## src/hdl/twbl_ram.sv

```systemverilog
module twbl_ram #(
  parameter int DEPTH = 256,
  parameter int WIDTH = 16,
  localparam int AW   = (DEPTH > 1) ? $clog2(DEPTH) : 1
) (
  input  logic             clk,
  input  logic             en,
  input  logic             we,
  input  logic [AW-1:0]    addr,
  input  logic [WIDTH-1:0] wdata,
  output logic [WIDTH-1:0] rdata
);

  logic [WIDTH-1:0] mem [DEPTH];

  // single port, registered read, data holds until the next read
  always_ff @(posedge clk) begin
    if (en) begin
      if (we) begin
        mem[addr] <= wdata;
      end else begin
        rdata <= mem[addr];
      end
    end
  end

endmodule

```

## config.mk

```make
export PLATFORM = sky130hd
export DESIGN_NAME = twbl_ram
export DESIGN_NICKNAME = d
export VERILOG_FILES = /design/src/hdl/twbl_ram.sv
export SDC_FILE = /design/constraint.sdc
export NUM_CORES = 2
export LEC_CHECK = 0
export BUFFER_PORTS_ARGS = -buffer_cell sky130_fd_sc_hd__buf_2
export CAP_MARGIN = 5
export CORE_MARGIN = 8
export CORE_UTILIZATION = 35
export DETAILED_ROUTE_END_ITERATION = 10
export PLACE_DENSITY_LB_ADDON = 0.25
export SYNTH_ARGS = -nofsm -noshare
export SYNTH_HDL_FRONTEND = slang
export SYNTH_SLANG_ARGS = --single-unit
```

## constraint.sdc

```tcl
create_clock -name clk -period 3.8 [get_ports clk]
set_input_delay 0.19 -clock clk [delete_from_list [all_inputs] [get_ports clk]]
set_output_delay 0.19 -clock clk [all_outputs]
set_load 0.05 [all_outputs]
```

---- After elaboration in Yosys (flattened, before gate mapping) ----
Memory sizes are Yosys's and may differ from the RTL's. A register that Yosys moved wholly into a read port is not among the register bits.
Index checks and enable logic that the tools add are counted.
operators by class
  $add $sub $neg .......................... 0
  $mul .................................... 0
  divide/modulo/power cells ............... 0
  order comparisons ....................... 0
  equality and inequality tests ........... 0
  shifts and indexed selects .............. 0
  muxes and demuxes ....................... 3
  bitwise gates (word level) .............. 1
  reductions and logical operators ........ 1
operators by type and width
  cell              number
  $mux 1            3
  $reduce_and 2->1  1
  $not 1->1         1
storage, ports and cells
  flip-flop bits (word level) ............. 0
  bits in latches ......................... 0
  bits in writable memories ............... 4096
  ROM bits ................................ 0
  bits of input ports ..................... 27
  memories ................................ 1
memories
  name  words  bits a word  read ports  clocked after Yosys merged registers in  wr ports  RTL line  source
  mem   256    16           1           1                                        1         14        logic [WIDTH-1:0] mem [DEPTH];

---- Depth between registers and ports, before layout ----
  depth in word-level cells ............... 3
  depth in mapped cells ................... 8
  depth with buffers taken out ............ 5

---- Least setup slack after synthesis ----
No wires, ideal clock.
  path kind ............................... in2reg
  start ................................... input port addr[1]
  end ..................................... memory mem[114][0], enable pin
  data arrival time ....................... 2.384 ns
  data required time ...................... 3.412 ns
  path slack .............................. 1.028 ns
  cell stages on the path ................. 7
  cells stage by stage .................... clkbuf_1 -> buf_2 -> buf_2 -> nor3b_1 -> nand2_1 -> clkbuf_1 -> nor2_1
RTL lines
  item         RTL line  source
  from (decl)  9         input logic [AW-1:0] addr,
  to (decl)    14
No word-level cell before the write port.

==> results.json <==
{
  "outcome": "finished, final reports clean",
  "dp.cells": 12900,
  "netSwitchingPower_uw": 20400,
  "internal-power_uw": 75100,
  "layout.cells.non_filler": 13700,
  "combPwrFrac_pct": 4.8,
  "setup_slack_ps": 594,
  "ys_top_cells_by_area": "edfxtp_1 (80%), mux4_2 (15%), a22oi_1 (2.5%)",
  "synth-seq-cells": 4112,
  "fin_crit_ps": 3210,
  "routabilityCongestion": 0.807,
  "hold_class": "input port to flip-flop",
  "root_buffer": "clkbuf_16",
  "cts_buffer_depth": 4,
  "path_class": "flip-flop to flip-flop",
  "setup_tns_ps": 0,
  "synth_most_common_cell": "edfxtp_1",
  "hold_viol_final": 0,
  "wire_per_inst_um": 32.0,
  "end_kind": "flip-flop",
  "syn-num-nets": 6732,
  "via_count": 75900,
  "clk_latency_ps": 1010,
  "ys_seq_area_share_pct": 79.5,
  "synth.avg_cell_area_um2": 23.2,
  "htreeDepth": 5,
  "drtIter0Drc": 9310,
  "power.leakage_uw": 0.0562,
  "via_per_inst": 5.52,
  "synth_commonest_cells": "edfxtp_1 (4112), mux4_2 (1024), a22oi_1 (512)",
  "clock-sinks": 4112,
  "cts_tree": "built",
  "yosysTopAreaCell": "edfxtp_1",
  "cts_buffers": 429,
  "die_h_um": 682,
  "holdBufCountCts": 18,
  "p_clk_share_pct": 42.9,
  "final_nets": 7504,
  "ir_worst_vdd_mv": 0.380,
  "grt_usage_pct": 18.5,
  "drtAntennaViolNets": 0,
  "slew_viol_final": 0,
  "fmax_mhz": 312,
  "finalCritPeriodShare_pct": 84.4,
  "wl_um": 440000,
  "io_buffers": 42,
  "rows": 244,
  "netlist_area_um2": 155000,
  "seqPwrFrac_pct": 52.4,
  "die_w_um": 682,
  "slew_headroom_pct": 11.7,
  "cap_violations": 0,
  "clkSlewWorstSetupHoldPaths_ps": 60,
  "async_reset_ff_share_pct": 0,
  "final_util_pct": 41.2,
  "path_max_fanout": 1,
  "die-area_um2": 465000,
  "drc": 0,
  "dp_hpwl_um": 266000,
  "coreArea_um2": 442000,
  "ys_warn_count": 0,
  "start_kind": "flip-flop",
  "grt_setup_unrepaired": "false",
  "cts_setup_buffers": 0,
  "antenna_found_initial": 23,
  "synth_top_flop_cell": "edfxtp_1",
  "synth_edf_count": 4112,
  "cp_data_required_time_ps": 4470,
  "power_density_nw_per_um2": 524,
  "place_ws_ps": -326,
  "hold_ws_ps": 127,
  "cts_resized": 0,
  "ios": 43,
  "syn_inst": 6705,
  "area_growth_pct": 17.3,
  "grt_pass1_wl_um": 618000,
  "skew_ps": 102,
  "setup_viol": 0,
  "first_global_vias": 77300,
  "synth_cell_types": 20,
  "drtPass1Iterations": 6,
  "max_slew.worst_pin.slew_ps": 1310,
  "grt_max_degree": 145,
  "yosysTopAreaCellShare_pct": 79.5,
  "netSwitchingFraction_pct": 21.3,
  "start_util_pct": 35.1,
  "grt-ovfl-total": 0,
  "crit_arrival_ps": 3880,
  "drive_gt1_share_pct": 30.9
}
## final cells by class
| cell class | count | area, um^2 |
|---|---|---|
| Antenna cell | 7 | 17.5 |
| Clock buffer | 531 | 11300 |
| Clock inverter | 259 | 2340 |
| Fill cell | 38200 | 260000 |
| Multi-Input combinational cell | 2181 | 30500 |
| Sequential cell | 4112 | 123000 |
| Tap cell | 5904 | 7390 |
| Timing Repair Buffer | 753 | 7130 |
## path summary, 6_finish.rpt
path                            depth (start not counted)  slack, ps   startpoint         end
worst max-delay path                                    6        590  mem[202][1]    rdata[1]
worst min-delay path                                    4        130      addr[2]  mem[98][5]
worst max register to register                          6        590  mem[202][1]    rdata[1]
worst min register to register                          5       1070  mem[176][7]    rdata[7]
## routing by layer
layer  vias to the layer above  GRT usage (%)  part of all wire (%)
li1                      30500              -                     -
met1                     41900           26.4                    43
met2                      2903           30.4                    48
met3                       580           2.26                   6.3
met4                        10           4.85                   2.8
met5                         -              0                 0.015
## critical path, cell delays in order (launching register included)
cell and delay, ps:
edfxtp_1 380, mux4_2 480, a22oi_1 330, a21oi_1 290, o41ai_1 1100, buf_4 260, nand4_1 90
## sequential cells by signal, indices dropped and copies added (netlist names)
signal / cells
mem: 4096
rdata: 16
## power groups by stage
stage	logic, uW	clock network (uW)	registers (uW)
floorplan	2080	0	51000
global placement	4540	0	51000
detailed placement	4600	0	51000
CTS	4630	41700	50000
global route	4790	43300	50000
finish	4540	40900	50000
## cells in the final DEF (no fill, tap or decap), types with 5 or more instances in the layout
| cell | synthesis | final |
|---|---|---|
| edfxtp_1 | 4112 | 4112 |
| mux4_2 | 1024 | 1024 |
| buf_4 | 11 | 585 |
| a22oi_1 | 512 | 512 |
| clkbuf_16 | 0 | 437 |
| a21oi_1 | 256 | 256 |
| nor2_1 | 259 | 250 |
| clkinv_1 | 0 | 112 |
| buf_12 | 0 | 109 |
| clkbuf_1 | 268 | 94 |
| clkinv_2 | 0 | 75 |
| o41ai_2 | 0 | 38 |
| bufinv_16 | 0 | 37 |
| o41ai_1 | 64 | 25 |
| buf_2 | 91 | 24 |
| dlygate4sd3_1 | 0 | 18 |
| buf_8 | 0 | 17 |
| nand4_1 | 16 | 16 |
| nand2_2 | 0 | 16 |
| clkinvlp_4 | 0 | 14 |
| nand2_1 | 30 | 13 |
| nor2_2 | 0 | 8 |
| inv_6 | 0 | 8 |
| diode_2 | 0 | 7 |
| nor2b_2 | 0 | 5 |
| clkinv_16 | 0 | 5 |
## logic make-up (layout without fill, tap and decap cells)
kind of cell / Yosys count / after routing / share of synthesized area, %
DFF: 4112 / 4112 / 79.5
AOI/OAI and AO/OA: 832 / 832 / 3.66
muxes: 1024 / 1024 / 14.9
and+or+nand+nor: 325 / 325 / 0.843
other: 0 / 7 / 0
buffers and inverters: 412 / 1543 / 1.10
## stage by stage
step | power, uW | cell area (um^2)
5_1_grt | 98100 | 182000
2_1_floorplan | 53100 | 155000
6_report | 95500 | 182000
4_1_cts | 96400 | 182000
3_3_place_gp | 55500 | 168000
3_5_place_dp | 55600 | 168000
(Power assumes the default switching activity.)
